`src/rtl/pnm_binary_stream_parser_defines.svh`:
```
// Assertion macros for the PNM binary stream parser.
`ifndef PNM_BINARY_STREAM_PARSER_DEFINES_SVH
`define PNM_BINARY_STREAM_PARSER_DEFINES_SVH

// Same-cycle implication, disabled during reset.
`define PNM_ASSERT_IMPLY(label, clk, rst, ante, cons, msg) \
   label: assert property (@(posedge clk) disable iff (rst) (ante) |-> (cons)) \
      else $error(msg);

// Next-cycle implication, disabled during reset.
`define PNM_ASSERT_NEXT(label, clk, rst, ante, cons, msg) \
   label: assert property (@(posedge clk) disable iff (rst) (ante) |=> (cons)) \
      else $error(msg);

`endif

```
`src/rtl/pnm_pkg.sv`:
```
// Shared constants, codes and types of the PNM binary stream parser.
package pnm_pkg;

   // Largest accepted width or height.
   localparam int unsigned MAX_DIMENSION = 65535;
   localparam int unsigned DIM_LIMIT     = (MAX_DIMENSION > 65535) ? 65535 : MAX_DIMENSION;

   // A digit arriving while the accumulator is at or above this value overflows it.
   localparam logic [30:0] ACC_OVF_LIMIT = 31'd214748364;

   localparam logic [7:0] CH_P     = 8'h50;
   localparam logic [7:0] CH_5     = 8'h35;
   localparam logic [7:0] CH_6     = 8'h36;
   localparam logic [7:0] CH_0     = 8'h30;
   localparam logic [7:0] CH_9     = 8'h39;
   localparam logic [7:0] CH_HASH  = 8'h23;
   localparam logic [7:0] CH_SP    = 8'h20;
   localparam logic [7:0] CH_TAB   = 8'h09;
   localparam logic [7:0] CH_LF    = 8'h0A;
   localparam logic [7:0] CH_CR    = 8'h0D;
   localparam logic [7:0] CH_PLUS  = 8'h2B;
   localparam logic [7:0] CH_MINUS = 8'h2D;

   localparam logic [1:0] KIND_HEADER = 2'd0;
   localparam logic [1:0] KIND_SAMPLE = 2'd1;
   localparam logic [1:0] KIND_ERROR  = 2'd2;

   localparam logic [2:0] ERR_MAGIC     = 3'd0;
   localparam logic [2:0] ERR_NO_DIGITS = 3'd1;
   localparam logic [2:0] ERR_OVERFLOW  = 3'd2;
   localparam logic [2:0] ERR_RANGE     = 3'd3;
   localparam logic [2:0] ERR_SEPARATOR = 3'd4;
   localparam logic [2:0] ERR_EARLY_END = 3'd5;
   localparam logic [2:0] ERR_PIXEL     = 3'd6;

   typedef struct packed {
      logic        is_digit;
      logic        overflow;
      logic [30:0] acc_next;
   } digit_status_type;

   typedef struct packed {
      logic        hold;      // first byte of a two-byte sample
      logic        bad;       // sample above maxval
      logic [15:0] value;
      logic        last;      // last component of last column
      logic [1:0]  comp_next;
      logic [15:0] col_next;
      logic [15:0] row_next;
      logic        done;      // last sample of the image
   } pix_status_type;

endpackage

```
`src/rtl/pnm_digit_acc.sv`:
```
// Decimal digit detect and accumulate-by-ten with overflow check.
module pnm_digit_acc (
   input  logic [7:0]                ch,
   input  logic                      is_end,
   input  logic [30:0]               acc,
   output pnm_pkg::digit_status_type status
);
   import pnm_pkg::*;

   logic [7:0] digit;

   assign digit = ch - CH_0;

   always_comb begin
      status.is_digit = !is_end && (ch >= CH_0) && (ch <= CH_9);
      status.overflow = acc >= ACC_OVF_LIMIT;
      // acc * 10 as shift-add
      status.acc_next = (acc << 3) + (acc << 1) + {27'd0, digit[3:0]};
   end

endmodule

```
`src/rtl/pnm_pixel_unit.sv`:
```
// Sample assembly, range check and position advance for the pixel section.
module pnm_pixel_unit (
   input  logic [7:0]              data,
   input  logic [7:0]              hold_byte,
   input  logic                    byte_phase,
   input  logic [15:0]             maxval,
   input  logic [1:0]              components,
   input  logic [15:0]             width,
   input  logic [15:0]             height,
   input  logic [1:0]              comp,
   input  logic [15:0]             col,
   input  logic [15:0]             row,
   output pnm_pkg::pix_status_type status
);
   import pnm_pkg::*;

   logic        wide;
   logic [2:0]  comp_p1;
   logic [16:0] col_p1;
   logic [16:0] row_p1;
   logic        comp_wrap;
   logic        col_wrap;

   assign wide      = |maxval[15:8];
   assign comp_p1   = {1'b0, comp} + 3'd1;
   assign col_p1    = {1'b0, col} + 17'd1;
   assign row_p1    = {1'b0, row} + 17'd1;
   assign comp_wrap = comp_p1 >= {1'b0, components};
   assign col_wrap  = col_p1 >= {1'b0, width};

   always_comb begin
      status.hold      = wide && !byte_phase;
      status.value     = wide ? {hold_byte, data} : {8'd0, data};
      status.bad       = status.value > maxval;
      status.last      = (comp_p1 == {1'b0, components}) && (col_p1 == {1'b0, width});
      status.comp_next = comp_wrap ? 2'd0 : comp_p1[1:0];
      status.col_next  = comp_wrap ? (col_wrap ? 16'd0 : col_p1[15:0]) : col;
      status.row_next  = (comp_wrap && col_wrap) ? row_p1[15:0] : row;
      status.done      = comp_wrap && col_wrap && (row_p1 >= {1'b0, height});
   end

endmodule

```
`src/rtl/pnm_binary_stream_parser.sv`:
```
// Top level of the PNM binary stream parser (P5 grey / P6 colour).
// Takes a binary PGM or PPM file one byte per req transaction (req_end_of_stream marks
// the end of the stream) and returns at most one rsp transaction per byte: a header
// result once width, height and maxval are parsed, then one sample result per pixel
// component, or a single error result, after which the block stays silent until
// reset. Bytes after the last row are ignored. Throughput is one byte per clock
// cycle while the rsp channel is not stalled; a byte passes through the input
// register, then the result register. The rate is set by the parser step that
// closes the loop through the phase register and the 31-bit decimal accumulator. A
// stalled rsp channel holds the result register; one further byte waits in the input
// register, and req_ready drops only when both are full and rsp_ready is low.
`include "pnm_binary_stream_parser_defines.svh"

module pnm_binary_stream_parser (
   input  logic        clock,
   input  logic        reset,
   input  logic        req_valid,
   output logic        req_ready,
   input  logic [7:0]  req_data_byte,
   input  logic        req_end_of_stream,
   output logic        rsp_valid,
   input  logic        rsp_ready,
   output logic [1:0]  rsp_result_kind,
   output logic [15:0] rsp_sample_value,
   output logic [1:0]  rsp_component_index,
   output logic [15:0] rsp_column,
   output logic [15:0] rsp_row,
   output logic [15:0] rsp_image_width,
   output logic [15:0] rsp_image_height,
   output logic [15:0] rsp_max_value,
   output logic [1:0]  rsp_component_count,
   output logic        rsp_end_of_line,
   output logic [2:0]  rsp_error_code
);
   import pnm_pkg::*;

   // Parser phases. The separator after maxval is resolved in the same step
   // that ends maxval, so it never rests in a phase of its own.
   localparam logic [3:0] PH_MAGIC_P    = 4'd0;
   localparam logic [3:0] PH_MAGIC_NUM  = 4'd1;
   localparam logic [3:0] PH_SC_BLANK   = 4'd2;
   localparam logic [3:0] PH_SC_HASH    = 4'd3;
   localparam logic [3:0] PH_COMMENT    = 4'd4;
   localparam logic [3:0] PH_NUM_LEAD   = 4'd5;
   localparam logic [3:0] PH_NUM_SIGNED = 4'd6;
   localparam logic [3:0] PH_NUM_DIGITS = 4'd7;
   localparam logic [3:0] PH_CRLF       = 4'd8;
   localparam logic [3:0] PH_PIXEL      = 4'd9;
   localparam logic [3:0] PH_DONE       = 4'd10;

   // ---------------- input register ----------------
   logic       in_valid_ff;
   logic [7:0] in_byte_ff;
   logic       in_end_ff;
   logic       adv;

   // ---------------- parser state ----------------
   logic [3:0]  phase_ff, phase_in;
   logic [30:0] acc_ff, acc_in;
   logic        neg_ff, neg_in;
   logic        seen_ff, seen_in;
   logic [1:0]  idx_ff, idx_in;
   logic [15:0] width_ff, width_in;
   logic [15:0] height_ff, height_in;
   logic [15:0] maxval_ff, maxval_in;
   logic [1:0]  ncomp_ff, ncomp_in;
   logic [15:0] col_ff, col_in;
   logic [15:0] row_ff, row_in;
   logic [1:0]  comp_ff, comp_in;
   logic [7:0]  hold_ff, hold_in;
   logic        bphase_ff, bphase_in;
   logic        err_ff, err_in;

   // ---------------- result register ----------------
   logic        rsp_valid_ff;
   logic [1:0]  rsp_result_kind_ff, rsp_result_kind_in;
   logic [15:0] rsp_sample_value_ff, rsp_sample_value_in;
   logic [1:0]  rsp_component_index_ff, rsp_component_index_in;
   logic [15:0] rsp_column_ff, rsp_column_in;
   logic [15:0] rsp_row_ff, rsp_row_in;
   logic [15:0] rsp_image_width_ff, rsp_image_width_in;
   logic [15:0] rsp_image_height_ff, rsp_image_height_in;
   logic [15:0] rsp_max_value_ff, rsp_max_value_in;
   logic [1:0]  rsp_component_count_ff, rsp_component_count_in;
   logic        rsp_end_of_line_ff, rsp_end_of_line_in;
   logic [2:0]  rsp_error_code_ff, rsp_error_code_in;
   logic        emit;

   // ---------------- byte classes ----------------
   logic m_sp, m_tab, m_lf, m_cr, m_blank, m_plus, m_minus, m_sign, m_hash;
   logic [30:0] acc_sel;
   digit_status_type dig;
   pix_status_type   pix;

   // step-local path flags
   logic fresh, dstep, sc2, sep, pix_go;
   logic [15:0] dim_chk;

   assign adv       = in_valid_ff && (!rsp_valid_ff || rsp_ready);
   assign req_ready = !in_valid_ff || adv;

   assign m_sp    = !in_end_ff && (in_byte_ff == CH_SP);
   assign m_tab   = !in_end_ff && (in_byte_ff == CH_TAB);
   assign m_lf    = !in_end_ff && (in_byte_ff == CH_LF);
   assign m_cr    = !in_end_ff && (in_byte_ff == CH_CR);
   assign m_blank = m_sp || m_tab || m_lf || m_cr;
   assign m_plus  = !in_end_ff && (in_byte_ff == CH_PLUS);
   assign m_minus = !in_end_ff && (in_byte_ff == CH_MINUS);
   assign m_sign  = m_plus || m_minus;
   assign m_hash  = !in_end_ff && (in_byte_ff == CH_HASH);

   // Only an ongoing number feeds the accumulator; any other entry starts from zero.
   assign acc_sel = (phase_ff == PH_NUM_DIGITS) ? acc_ff : 31'd0;

   pnm_digit_acc u_digit (
      .ch     (in_byte_ff),
      .is_end (in_end_ff),
      .acc    (acc_sel),
      .status (dig)
   );

   pnm_pixel_unit u_pixel (
      .data       (in_byte_ff),
      .hold_byte  (hold_ff),
      .byte_phase (bphase_ff),
      .maxval     (maxval_ff),
      .components (ncomp_ff),
      .width      (width_ff),
      .height     (height_ff),
      .comp       (comp_ff),
      .col        (col_ff),
      .row        (row_ff),
      .status     (pix)
   );

   // Checked dimension of the number just ended: zero when out of range.
   assign dim_chk = (!neg_ff && (acc_ff != 31'd0) && ({1'b0, acc_ff} <= 32'(DIM_LIMIT)))
                    ? acc_ff[15:0] : 16'd0;

   // One parser step per byte. The flags chain the hand-offs between phases
   // that happen within a single byte.
   always_comb begin
      phase_in  = phase_ff;
      acc_in    = acc_ff;
      neg_in    = neg_ff;
      seen_in   = seen_ff;
      idx_in    = idx_ff;
      width_in  = width_ff;
      height_in = height_ff;
      maxval_in = maxval_ff;
      ncomp_in  = ncomp_ff;
      col_in    = col_ff;
      row_in    = row_ff;
      comp_in   = comp_ff;
      hold_in   = hold_ff;
      bphase_in = bphase_ff;
      err_in    = err_ff;

      emit                   = 1'b0;
      rsp_result_kind_in     = KIND_HEADER;
      rsp_sample_value_in    = 16'd0;
      rsp_component_index_in = 2'd0;
      rsp_column_in          = 16'd0;
      rsp_row_in             = 16'd0;
      rsp_image_width_in     = 16'd0;
      rsp_image_height_in    = 16'd0;
      rsp_max_value_in       = 16'd0;
      rsp_component_count_in = 2'd0;
      rsp_end_of_line_in     = 1'b0;
      rsp_error_code_in      = ERR_MAGIC;

      fresh  = 1'b0;
      dstep  = 1'b0;
      sc2    = 1'b0;
      sep    = 1'b0;
      pix_go = 1'b0;

      if (!err_ff) begin
         case (phase_ff)
            PH_MAGIC_P: begin
               if (!in_end_ff && (in_byte_ff == CH_P)) begin
                  phase_in = PH_MAGIC_NUM;
               end else begin
                  err_in            = 1'b1;
                  emit              = 1'b1;
                  rsp_result_kind_in = KIND_ERROR;
                  rsp_error_code_in = ERR_MAGIC;
               end
            end
            PH_MAGIC_NUM: begin
               if (!in_end_ff && (in_byte_ff == CH_6)) begin
                  ncomp_in = 2'd3;
                  idx_in   = 2'd0;
                  phase_in = PH_SC_BLANK;
               end else if (!in_end_ff && (in_byte_ff == CH_5)) begin
                  ncomp_in = 2'd1;
                  idx_in   = 2'd0;
                  phase_in = PH_SC_BLANK;
               end else begin
                  err_in             = 1'b1;
                  emit               = 1'b1;
                  rsp_result_kind_in = KIND_ERROR;
                  rsp_error_code_in  = ERR_MAGIC;
               end
            end
            PH_SC_BLANK: begin
               if (m_lf) begin
                  phase_in = PH_SC_HASH;
               end else if (!(m_sp || m_tab || m_cr)) begin
                  fresh = 1'b1;
               end
            end
            PH_SC_HASH: begin
               if (m_hash) begin
                  phase_in = PH_COMMENT;
               end else begin
                  fresh = 1'b1;
               end
            end
            PH_COMMENT: begin
               if (m_lf || m_cr) begin
                  phase_in = PH_SC_HASH;
               end else if (in_end_ff) begin
                  fresh = 1'b1;
               end
            end
            PH_NUM_LEAD: begin
               if (m_sign) begin
                  neg_in   = m_minus;
                  phase_in = PH_NUM_SIGNED;
               end else if (!m_blank) begin
                  dstep = 1'b1;
               end
            end
            PH_NUM_SIGNED: begin
               if (!m_blank) begin
                  dstep = 1'b1;
               end
            end
            PH_NUM_DIGITS: begin
               dstep = 1'b1;
            end
            PH_CRLF: begin
               phase_in = PH_PIXEL;
               if (!m_lf) begin
                  pix_go = 1'b1;
               end
            end
            PH_PIXEL: begin
               pix_go = 1'b1;
            end
            default: begin
               // done: ignore everything
            end
         endcase

         // start of a new number
         if (fresh) begin
            acc_in  = 31'd0;
            neg_in  = 1'b0;
            seen_in = 1'b0;
            if (m_blank) begin
               phase_in = PH_NUM_LEAD;
            end else if (m_sign) begin
               neg_in   = m_minus;
               phase_in = PH_NUM_SIGNED;
            end else begin
               dstep = 1'b1;
            end
         end

         // digit or end of number
         if (dstep) begin
            if (dig.is_digit) begin
               if (dig.overflow) begin
                  err_in             = 1'b1;
                  emit               = 1'b1;
                  rsp_result_kind_in = KIND_ERROR;
                  rsp_error_code_in  = ERR_OVERFLOW;
               end else begin
                  acc_in   = dig.acc_next;
                  seen_in  = 1'b1;
                  phase_in = PH_NUM_DIGITS;
               end
            end else if (!seen_in) begin
               err_in             = 1'b1;
               emit               = 1'b1;
               rsp_result_kind_in = KIND_ERROR;
               rsp_error_code_in  = ERR_NO_DIGITS;
            end else begin
               case (idx_ff)
                  2'd0: begin
                     width_in = dim_chk;
                     idx_in   = 2'd1;
                     sc2      = 1'b1;
                  end
                  2'd1: begin
                     height_in = dim_chk;
                     idx_in    = 2'd2;
                     sc2       = 1'b1;
                  end
                  default: begin
                     maxval_in = (!neg_ff && (acc_ff != 31'd0) && (acc_ff[30:16] == 15'd0))
                                 ? acc_ff[15:0] : 16'd0;
                     if ((width_ff == 16'd0) || (height_ff == 16'd0) ||
                         (maxval_in == 16'd0)) begin
                        err_in             = 1'b1;
                        emit               = 1'b1;
                        rsp_result_kind_in = KIND_ERROR;
                        rsp_error_code_in  = ERR_RANGE;
                     end else begin
                        sep = 1'b1;
                     end
                  end
               endcase
            end
         end

         // byte that ended width or height, seen as blank-skip input
         if (sc2) begin
            if (m_sp || m_tab || m_cr) begin
               phase_in = PH_SC_BLANK;
            end else if (m_lf) begin
               phase_in = PH_SC_HASH;
            end else begin
               acc_in  = 31'd0;
               seen_in = 1'b0;
               neg_in  = 1'b0;
               if (m_sign) begin
                  neg_in   = m_minus;
                  phase_in = PH_NUM_SIGNED;
               end else begin
                  err_in             = 1'b1;
                  emit               = 1'b1;
                  rsp_result_kind_in = KIND_ERROR;
                  rsp_error_code_in  = ERR_NO_DIGITS;
               end
            end
         end

         // separator after maxval; CR may pair with a following LF
         if (sep) begin
            if (m_sp || m_lf || m_tab || m_cr) begin
               phase_in               = m_cr ? PH_CRLF : PH_PIXEL;
               emit                   = 1'b1;
               rsp_result_kind_in     = KIND_HEADER;
               rsp_image_width_in     = width_ff;
               rsp_image_height_in    = height_ff;
               rsp_max_value_in       = maxval_in;
               rsp_component_count_in = ncomp_ff;
            end else begin
               err_in             = 1'b1;
               emit               = 1'b1;
               rsp_result_kind_in = KIND_ERROR;
               rsp_error_code_in  = ERR_SEPARATOR;
            end
         end

         if (pix_go) begin
            if (in_end_ff) begin
               err_in             = 1'b1;
               emit               = 1'b1;
               rsp_result_kind_in = KIND_ERROR;
               rsp_error_code_in  = ERR_EARLY_END;
            end else if (pix.hold) begin
               hold_in   = in_byte_ff;
               bphase_in = 1'b1;
            end else begin
               bphase_in = 1'b0;
               if (pix.bad) begin
                  err_in             = 1'b1;
                  emit               = 1'b1;
                  rsp_result_kind_in = KIND_ERROR;
                  rsp_error_code_in  = ERR_PIXEL;
               end else begin
                  emit                   = 1'b1;
                  rsp_result_kind_in     = KIND_SAMPLE;
                  rsp_sample_value_in    = pix.value;
                  rsp_component_index_in = comp_ff;
                  rsp_column_in          = col_ff;
                  rsp_row_in             = row_ff;
                  rsp_end_of_line_in     = pix.last;
                  comp_in                = pix.comp_next;
                  col_in                 = pix.col_next;
                  row_in                 = pix.row_next;
                  if (pix.done) begin
                     phase_in = PH_DONE;
                  end
               end
            end
         end
      end
   end

   // input register
   always_ff @(posedge clock) begin
      if (reset) begin
         in_valid_ff <= 1'b0;
      end else if (req_valid && req_ready) begin
         in_valid_ff <= 1'b1;
      end else if (adv) begin
         in_valid_ff <= 1'b0;
      end
      if (req_valid && req_ready) begin
         in_byte_ff <= req_data_byte;
         in_end_ff  <= req_end_of_stream;
      end
   end

   // parser state
   always_ff @(posedge clock) begin
      if (reset) begin
         phase_ff  <= PH_MAGIC_P;
         idx_ff    <= 2'd0;
         col_ff    <= 16'd0;
         row_ff    <= 16'd0;
         comp_ff   <= 2'd0;
         bphase_ff <= 1'b0;
         err_ff    <= 1'b0;
      end else if (adv) begin
         phase_ff  <= phase_in;
         idx_ff    <= idx_in;
         col_ff    <= col_in;
         row_ff    <= row_in;
         comp_ff   <= comp_in;
         bphase_ff <= bphase_in;
         err_ff    <= err_in;
      end
      if (adv) begin
         acc_ff    <= acc_in;
         neg_ff    <= neg_in;
         seen_ff   <= seen_in;
         width_ff  <= width_in;
         height_ff <= height_in;
         maxval_ff <= maxval_in;
         ncomp_ff  <= ncomp_in;
         hold_ff   <= hold_in;
      end
   end

   // result register
   always_ff @(posedge clock) begin
      if (reset) begin
         rsp_valid_ff <= 1'b0;
      end else if (adv) begin
         rsp_valid_ff <= emit;
      end else if (rsp_ready) begin
         rsp_valid_ff <= 1'b0;
      end
      if (adv && emit) begin
         rsp_result_kind_ff     <= rsp_result_kind_in;
         rsp_sample_value_ff    <= rsp_sample_value_in;
         rsp_component_index_ff <= rsp_component_index_in;
         rsp_column_ff          <= rsp_column_in;
         rsp_row_ff             <= rsp_row_in;
         rsp_image_width_ff     <= rsp_image_width_in;
         rsp_image_height_ff    <= rsp_image_height_in;
         rsp_max_value_ff       <= rsp_max_value_in;
         rsp_component_count_ff <= rsp_component_count_in;
         rsp_end_of_line_ff     <= rsp_end_of_line_in;
         rsp_error_code_ff      <= rsp_error_code_in;
      end
   end

   assign rsp_valid           = rsp_valid_ff;
   assign rsp_result_kind     = rsp_result_kind_ff;
   assign rsp_sample_value    = rsp_sample_value_ff;
   assign rsp_component_index = rsp_component_index_ff;
   assign rsp_column          = rsp_column_ff;
   assign rsp_row             = rsp_row_ff;
   assign rsp_image_width     = rsp_image_width_ff;
   assign rsp_image_height    = rsp_image_height_ff;
   assign rsp_max_value       = rsp_max_value_ff;
   assign rsp_component_count = rsp_component_count_ff;
   assign rsp_end_of_line     = rsp_end_of_line_ff;
   assign rsp_error_code      = rsp_error_code_ff;

   // ---------------- assertions ----------------
   // once the error transaction has drained, nothing else comes out
   `PNM_ASSERT_NEXT(a_err_silent, clock, reset, err_ff && !rsp_valid_ff, !rsp_valid_ff, "result after error")
   // every delivered sample respects the parsed maxval
   `PNM_ASSERT_IMPLY(a_sample_range, clock, reset, rsp_valid_ff && (rsp_result_kind_ff == KIND_SAMPLE), rsp_sample_value_ff <= maxval_ff, "sample above maxval")
   // sample column stays inside the image
   `PNM_ASSERT_IMPLY(a_col_range, clock, reset, rsp_valid_ff && (rsp_result_kind_ff == KIND_SAMPLE), rsp_column_ff < width_ff, "column beyond width")
   // header carries a grey or colour component count
   `PNM_ASSERT_IMPLY(a_hdr_comp, clock, reset, rsp_valid_ff && (rsp_result_kind_ff == KIND_HEADER), (rsp_component_count_ff == 2'd1) || (rsp_component_count_ff == 2'd3), "bad component count")

endmodule

```
`config.mk`:
```
export PLATFORM = sky130hd
export DESIGN_NAME = pnm_binary_stream_parser
export DESIGN_NICKNAME = d
export VERILOG_FILES = /design/src/rtl/pnm_pkg.sv /design/src/rtl/pnm_digit_acc.sv /design/src/rtl/pnm_pixel_unit.sv /design/src/rtl/pnm_binary_stream_parser.sv
export VERILOG_INCLUDE_DIRS = /design/src /design/src/rtl
export SDC_FILE = /design/constraint.sdc
export NUM_CORES = 1
export LEC_CHECK = 0
export ABC_AREA = 1
export BUFFER_PORTS_ARGS = -buffer_cell sky130_fd_sc_hd__buf_2
export CORE_MARGIN = 3
export CORE_UTILIZATION = 25
export CTS_CLUSTER_DIAMETER = 50
export DETAILED_ROUTE_END_ITERATION = 8
export GPL_TIMING_DRIVEN = 0
export PLACE_DENSITY = 0.44
export SLEW_MARGIN = 40
export SYNTH_ARGS = -nofsm -noshare
export SYNTH_HDL_FRONTEND = slang
export SYNTH_SLANG_ARGS = --single-unit
```
`constraint.sdc`:
```
create_clock -name clock -period 8.6 [get_ports clock]
set_input_delay 1.29 -clock clock [delete_from_list [all_inputs] [get_ports clock]]
set_output_delay 1.29 -clock clock [all_outputs]
set_load 0.05 [all_outputs]
```
[Word level (Yosys, flattened, before mapping)]
Index checks and enable logic that the tools add are counted.
Word-level totals
  flip-flop bits (word level): 249
  input port bits: 13
  word-level logic and storage cells: 313
Cells by class
  add/sub/neg operators: 6
  magnitude comparators: 8
  eq/ne operators: 22
  multiplexer cells: 176
  bitwise operators: 8
  reductions and logical operators: 63
Operators by type and width (number)
  two-way mux 31 bit: 8
  two-way mux 16 bit: 8
  two-way mux 4 bit: 26
  two-way mux 1 bit: 83
  two-way mux 2 bit: 27
  two-way mux 3 bit: 17
  equality test 8 x 6 -> 1 bit (second input constant): 6
  logical NOT 16 bit: 3
  adder 16 x 1 -> 17 bit (second input constant): 2
  greater-or-equal comparator 17 x 16 -> 1 bit: 2
  adder 31 bit: 1
  adder 31 x 4 -> 31 bit: 1
  greater-or-equal comparator 31 x 28 -> 1 bit (second input constant): 1
  less-or-equal comparator 31 x 16 -> 1 bit (second input constant): 1
  nonzero test 31 bit: 1
  one-hot mux 4 bit (7 select lines): 1
  equality test 8 x 4 -> 1 bit (second input constant): 3
  logical AND 1 bit: 22
  AND reduction 6 bit: 3
  equality test 17 x 16 -> 1 bit: 1
  equality test 4 x 3 -> 1 bit (second input constant): 4
  > comparator 16 bit: 1
  logical NOT 15 bit: 1
  AND reduction 7 bit: 2
  other kinds (27): 58

[Longest topological paths before layout]
  depth in word-level cells: 24
  gate-level depth with buffers: 22
  mapped depth without buffers: 22

[Cells and area by module]
Synthesis repeated with hierarchy kept, for this count alone.
Unflattened totals
  cell total of the unflattened synthesis: 2103
  area, all modules: 16522.1 um2
By module, submodules not included
  pnm_binary_stream_parser: times used 1, cells each 1066, area an instance 10816.6 um2
  pnm_digit_acc: times used 1, cells each 516, area an instance 2854.0 um2
  pnm_pixel_unit: times used 1, cells each 521, area an instance 2851.5 um2

[Worst setup path before layout]
Ideal clock, no wire load.
  path type: input to register
  start point: in rsp_ready
  end point: reg rsp_column_ff[0] (netlist: rsp_column[0]), enable pin
  data arrival time: 6.116 ns
  path slack: 2.025 ns
  cell stages on the path: 6
  path through: inv_1 nand2_1 nand2_1 nor2_1 nand2_1 inv_1
On the way
  word-level cells in the longest chain between the ends: 3
RTL lines
  from (decl): line pnm_binary_stream_parser.sv:22  | input logic rsp_ready,
  logical OR 1 bit: line pnm_binary_stream_parser.sv:99  | assign adv = in_valid_ff && (!rsp_valid_ff || rsp_ready);
  logical AND 1 bit: line pnm_binary_stream_parser.sv:99
  logical AND 1 bit: line pnm_binary_stream_parser.sv:450  | if (adv && emit) begin
  to (signal assigned): line pnm_binary_stream_parser.sv:454  | rsp_column_ff <= rsp_column_in;
  to (decl): line pnm_binary_stream_parser.sv:79  | logic [15:0] rsp_column_ff, rsp_column_in;
Every way passes these cells.
A chain may end at the register's enable or synchronous reset.

[Worst setup path after layout]
  start point: reg phase_ff[0]
  end point: reg acc_ff[17] (data pin)
On the way
  word-level cells in the longest chain between the ends: 10
  elaborated cells between the ends (all ways): 30
RTL lines
  from (decl): line pnm_binary_stream_parser.sv:58  | logic [3:0] phase_ff, phase_in;
  from (signal assigned): line pnm_binary_stream_parser.sv:421  | phase_ff <= phase_in;
  equality test 4 x 3 -> 1 bit (tied with other cells): line pnm_binary_stream_parser.sv:113, pnm_binary_stream_parser.sv:179
  two-way mux 31 bit or one-hot mux 1 bit (3 select lines) (tied branches): line pnm_binary_stream_parser.sv:113, pnm_binary_stream_parser.sv:179
  adder 31 bit (tied with other cells): line pnm_digit_acc.sv:18  | status.acc_next = (acc << 3) + (acc << 1) + {27'd0, digit[3:0]};
  adder 31 x 4 -> 31 bit (tied with other cells): line pnm_digit_acc.sv:18
  two-way mux 31 bit (tied with other cells): line pnm_binary_stream_parser.sv:275  | if (dig.overflow) begin
  two-way mux 31 bit (tied with other cells): line pnm_binary_stream_parser.sv:274  | if (dig.is_digit) begin
  two-way mux 31 bit or two-way mux 1 bit (tied branches): line pnm_binary_stream_parser.sv:273, pnm_binary_stream_parser.sv:274
  two-way mux 31 bit or two-way mux 1 bit (tied branches): line pnm_binary_stream_parser.sv:323, pnm_binary_stream_parser.sv:273
  two-way mux 31 bit or two-way mux 1 bit (tied branches): line pnm_binary_stream_parser.sv:321, pnm_binary_stream_parser.sv:178
  two-way mux 31 bit (*): line pnm_binary_stream_parser.sv:320  | if (sc2) begin
  to (signal assigned): line pnm_binary_stream_parser.sv:430  | acc_ff <= acc_in;
  to (decl): line pnm_binary_stream_parser.sv:59  | logic [30:0] acc_ff, acc_in;
Mark *: on every way between the ends. The rest lies on a longest branch, timed or not. The select of a mux whose other input is x is not followed.

==> impl_summary.md <==
Logic synthesis
After synthesis, flip-flops and latches occupy 47.9% of the total area. In this run, synthesis inferred 205 flip-flops with an integrated enable. Counting distinct cell types in the post-synthesis netlist gives 53.

The synthesized netlist devotes 2.03% of its cell area to XOR and XNOR gates. Summing the areas of all compound-gate instances in the mapped netlist gives 9.66% of the synthesized area. The main combinational cell family by area after synthesis is simple AND/OR/NAND/NOR gates. Dividing the synthesized area by the synthesized cell count gives 8.74 sq um. The simple-gate share of the synthesized area is 23.3%. The largest total area in the synthesized netlist belongs to sky130_fd_sc_hd__edfxtp_1. The number of instances in the synthesized netlist is 1682. The post-synthesis net count is 1805. The fraction of post-synthesis cell area in the top cell type by area is 41.9%.

The async set-or-reset flop fraction in the synthesized netlist is 0%. The count of state elements after synthesis is 249. The fraction of the mapped netlist area in adder cells is 9.52%. For this run, the number of Yosys warnings is 0. By area the synthesized netlist is led by sky130_fd_sc_hd__edfxtp_1 42%, sky130_fd_sc_hd__ha_1 9.1%, sky130_fd_sc_hd__nor2_1 7.0%, sky130_fd_sc_hd__nand2_1 6.5%, sky130_fd_sc_hd__dfxtp_1 6.0%.

The mux share of post-synthesis cell area is 0%. In this run the cell area of the synthesized design comes to 14700 sq um. The most used flip-flop cell after synthesis is sky130_fd_sc_hd__edfxtp_1.

CTS
The clock tree from TritonCTS is built. The deepest level of the CTS H-tree is 2. The later pin in the worst-skew pair is clocked with a latency of 0.53 ns. The clock net sink count is 249. The clock transition at the register clock pins on the worst setup and hold paths after CTS is 0.06 ns. Counting the buffers created by CTS gives 36. The maximum count of clock buffers along a single path is 3.

Once the clock tree was built, the resizer swapped 0 gates to a different size. The cell sitting at the root of the clock tree is a sky130_fd_sc_hd__clkbuf_16. The post-CTS setup buffer count is 0. The post-cts hold buffer count is 0.

Setup path
The launch instance of the worst register-to-register path is phase_ff[0]$_SDFFE_PP0P_. The type of element launching the critical path is a flip-flop. Along the worst path, the maximum fanout reaches 10. The category of the worst setup path capture point is a flip-flop. The data arrival at the endpoint of the critical path is 4.61 ns.

The worst register-to-register path has a depth of 15. The setup path with the least slack is of type reg -> reg. The endpoint of the lowest-slack register-to-register path is acc_ff[17]$_DFFE_PP_. At the worst endpoint, the required time is 8.88 ns. The worst reg-to-reg setup slack is 4.27 ns.

STA
Timing would allow up to 231 MHz. The final hold slack is 0.466 ns. Summed over all failing endpoints, the final setup total negative slack is 0 ns. The period utilization is 50.3%. At the pin with the least slew margin, the transition time is 0.851 ns. The final number of hold-violating endpoints is 0. The clock period could shrink to 4.33 ns. The worst setup slack after layout is 4.27 ns. The max-slew violation count is 0. The total setup violations reported at the end of the flow is 0. The worst-case headroom to the max-slew limit is 42.8%. Setup repair after global routing left no endpoint under its margin. The final worst clock skew is 0.0142 ns.

Hold path
The class of the worst hold path is reg -> reg. The worst hold path terminates at col_ff[9]$_SDFFE_PP0P_. The cell depth of the worst min-delay path is 2. The origin of the worst min-delay path is col_ff[9]$_SDFFE_PP0P_.

Place
The final HPWL from detailed placement is 35400 um. The port buffer count is 119. The weighted congestion reported at the end of routability-driven placement is 0.902. The setup slack at placement is 4.40 ns.

Final layout
After the last flow step, the layout net total stands at 1968. The synthesis-to-layout area growth is 20.0%. acc_ff holds more flip-flops than any other register. The multi-input combinational cells in the finished layout cover a total of 6570 sq um. The register cell area after layout is 7040 sq um. The number of antenna diodes in the final layout is 0. In the final layout, the share of cells above drive strength 1 is 14.1%. For this run, the share of the core covered by cells in the final layout is 30.5%. After filler insertion, the fill cell instance count of the layout stands at 6221. The register with the most flip-flops in the layout has 31 of them.

Route
Dividing the detail-routed wire length by the instance count gives 17.2 um. The DRC violation total after the first TritonRoute iteration is 767. The routed layout has 12.0k vias.

The count of TritonRoute iterations in the first routing pass is 5. Summed over all layers, the routed wires come to 45200 um. The post-detailed-route count of antenna-violating nets is 0. The DRC violation count after routing is 0.

Using the TritonRoute via totals, the vias-per-cell ratio works out to 4.57.

Floorplanning
The horizontal extent of the die is 248 um. For this design the top-level I/O count stands at 121. From bottom edge to top edge, the die measures 248 um. In this run the standard cell core region covers 57900 sq um. The standard-cell row count is 88. The die covers 61700 sq um.

Once the floorplan was initialized, standard cells occupied 25.4% of the core.

Global route
The first-pass GRT wire length is 70200 um. The initial antenna violation count is 0. The total overflow reported by the global router is 0. The via count of the first global-routing pass was 12.1k. The global routing usage summed across all routing layers is 14.4%. The maximum number of pins on one net before global-route repair is 75.

Power
The worst-case IR drop observed on VDD is 0.108 mV. For this design the ratio of total power to cell area is 181 nW/um^2. The reported leakage power is 7.63 nW. Total power for the finished layout comes to 3.19 mW.

Job
The number of violations of the max-capacitance limit is 0.

Status
The flow ran to the end, and the final reports show no timing, DRC or antenna violations.
final cells by class:
| cell class | count | area share [%] |
|---|---|---|
| well taps | 765 | 5.43 |
| repair buffers | 125 | 3.94 |
| clock inverters | 22 | 1.68 |
| multi-input cells | 1159 | 37.3 |
| flip-flops and latches | 249 | 39.9 |
| inverters | 240 | 5.21 |
| clock buffers | 41 | 5.45 |
| plain buffers | 34 | 1.16 |
routing by layer:
| metal | global-route usage (%) | vias up | wire length (um) |
|---|---|---|---|
| met5 | 0 | - | 0 |
| met4 | 4.70 | 0 | 1360 |
| met2 | 24.7 | 271 | 21700 |
| met1 | 18.4 | 5672 | 20400 |
| met3 | 2.46 | 72 | 1830 |
| li1 | - | 6024 | - |
power breakdown:
part | internal [mW] | leakage (nW) | switching [mW]
Sequential | 1.35 | 2.27 | 0.0263
Clock | 1.01 | 0.610 | 0.563
Combinational | 0.0518 | 4.75 | 0.184
Total | 2.41 | 7.63 | 0.773
per-stage QoR:
stage / instance area, sq um / instances
after floorplan: 14700 / 1682
after global placement: 16300 / 2566
after detailed placement: 16400 / 2572
after CTS: 17600 / 2635
after global routing: 17600 / 2635
final: 17600 / 2635
cells by family (layout without fill, tap and decap cells):
| logic type | count (synthesis) | after routing |
|---|---|---|
| and+or+nand+nor | 760 | 760 |
| buffers and inverters | 274 | 462 |
| AOI/OAI and AO/OA | 255 | 255 |
| DFF | 249 | 249 |
| adders and majority gates | 110 | 110 |
| xor gates and xnor gates | 34 | 34 |
cell usage after synthesis (3+ instances only):
| library cell | number |
|---|---|
| sky130_fd_sc_hd__or2_2 | 8 |
| sky130_fd_sc_hd__nand2_1 | 254 |
| sky130_fd_sc_hd__o21ai_0 | 52 |
| sky130_fd_sc_hd__xor2_1 | 32 |
| sky130_fd_sc_hd__o21bai_1 | 6 |
| sky130_fd_sc_hd__dfxtp_1 | 44 |
| sky130_fd_sc_hd__fa_1 | 3 |
| sky130_fd_sc_hd__nor3_1 | 39 |
| sky130_fd_sc_hd__a31oi_1 | 9 |
| sky130_fd_sc_hd__o211ai_1 | 3 |
| sky130_fd_sc_hd__nand2_4 | 6 |
| sky130_fd_sc_hd__nor2_1 | 273 |
| sky130_fd_sc_hd__a21o_1 | 7 |
| sky130_fd_sc_hd__nor4_1 | 7 |
| sky130_fd_sc_hd__clkbuf_1 | 13 |
| sky130_fd_sc_hd__and2_1 | 17 |
| sky130_fd_sc_hd__nor2_2 | 8 |
| sky130_fd_sc_hd__nand4_1 | 39 |
| sky130_fd_sc_hd__ha_1 | 107 |
| sky130_fd_sc_hd__inv_2 | 7 |
| sky130_fd_sc_hd__buf_6 | 6 |
| sky130_fd_sc_hd__a21oi_2 | 6 |
| sky130_fd_sc_hd__nand3_1 | 83 |
| sky130_fd_sc_hd__nand3b_1 | 3 |
| sky130_fd_sc_hd__inv_1 | 229 |
| sky130_fd_sc_hd__edfxtp_1 | 205 |
| sky130_fd_sc_hd__buf_2 | 10 |
| sky130_fd_sc_hd__o21a_1 | 3 |
| sky130_fd_sc_hd__a21oi_1 | 132 |
| sky130_fd_sc_hd__nor2_4 | 3 |
| sky130_fd_sc_hd__o21ai_1 | 20 |
| sky130_fd_sc_hd__nand2_2 | 6 |
| sky130_fd_sc_hd__nor2_8 | 3 |
| sky130_fd_sc_hd__a211oi_1 | 10 |
| sky130_fd_sc_hd__buf_4 | 5 |
layout by cell type (no fill, tap or decap), drive strengths merged, types with 7 or more instances in the layout:
cell and count:
xor2 32, dfxtp 44, inv 238, nor3 41, clkbuf 54, nand2 266
bufinv 7, or2 8, a21oi 138, edfxtp 205, nand4 40, nor2 287
a21o 7, buf 146, nor4 8, a211oi 10, and2 17, ha 107
a31oi 9, nand3 86, clkinv 15, o21ai 73
worst max-delay path by stage:
stage / from / to / cells after the start
CTS: phase_ff[1]$_SDFFE_PP0P_ / acc_ff[23]$_DFFE_PP_ / 19
global placement: rsp_ready / rsp_row[6]$_SDFFCE_PP0P_ / 7
floorplan: rsp_ready / rsp_column[0]$_SDFFCE_PP0P_ / 6
finish: phase_ff[0]$_SDFFE_PP0P_ / acc_ff[17]$_DFFE_PP_ / 15
detailed placement: phase_ff[1]$_SDFFE_PP0P_ / acc_ff[23]$_DFFE_PP_ / 19
global route: phase_ff[1]$_SDFFE_PP0P_ / acc_ff[23]$_DFFE_PP_ / 19
worst max-delay path, stage by stage, from the launching register on:
cell	delay, ns
sky130_fd_sc_hd__dfxtp_1	0.38
sky130_fd_sc_hd__nand2_2	0.11
sky130_fd_sc_hd__inv_1	0.04
sky130_fd_sc_hd__nand2_1	0.11
sky130_fd_sc_hd__buf_4	0.24
sky130_fd_sc_hd__clkbuf_1	0.46
sky130_fd_sc_hd__nor2_1	0.17
sky130_fd_sc_hd__ha_1	0.33
sky130_fd_sc_hd__ha_1	0.38
sky130_fd_sc_hd__nand2_1	0.09
sky130_fd_sc_hd__o21ai_0	0.34
sky130_fd_sc_hd__a21oi_1	0.16
sky130_fd_sc_hd__o31ai_1	0.73
sky130_fd_sc_hd__a21oi_1	0.18
sky130_fd_sc_hd__xor2_1	0.26
sky130_fd_sc_hd__o21ai_1	0.08
(Power assumes the default switching activity.)
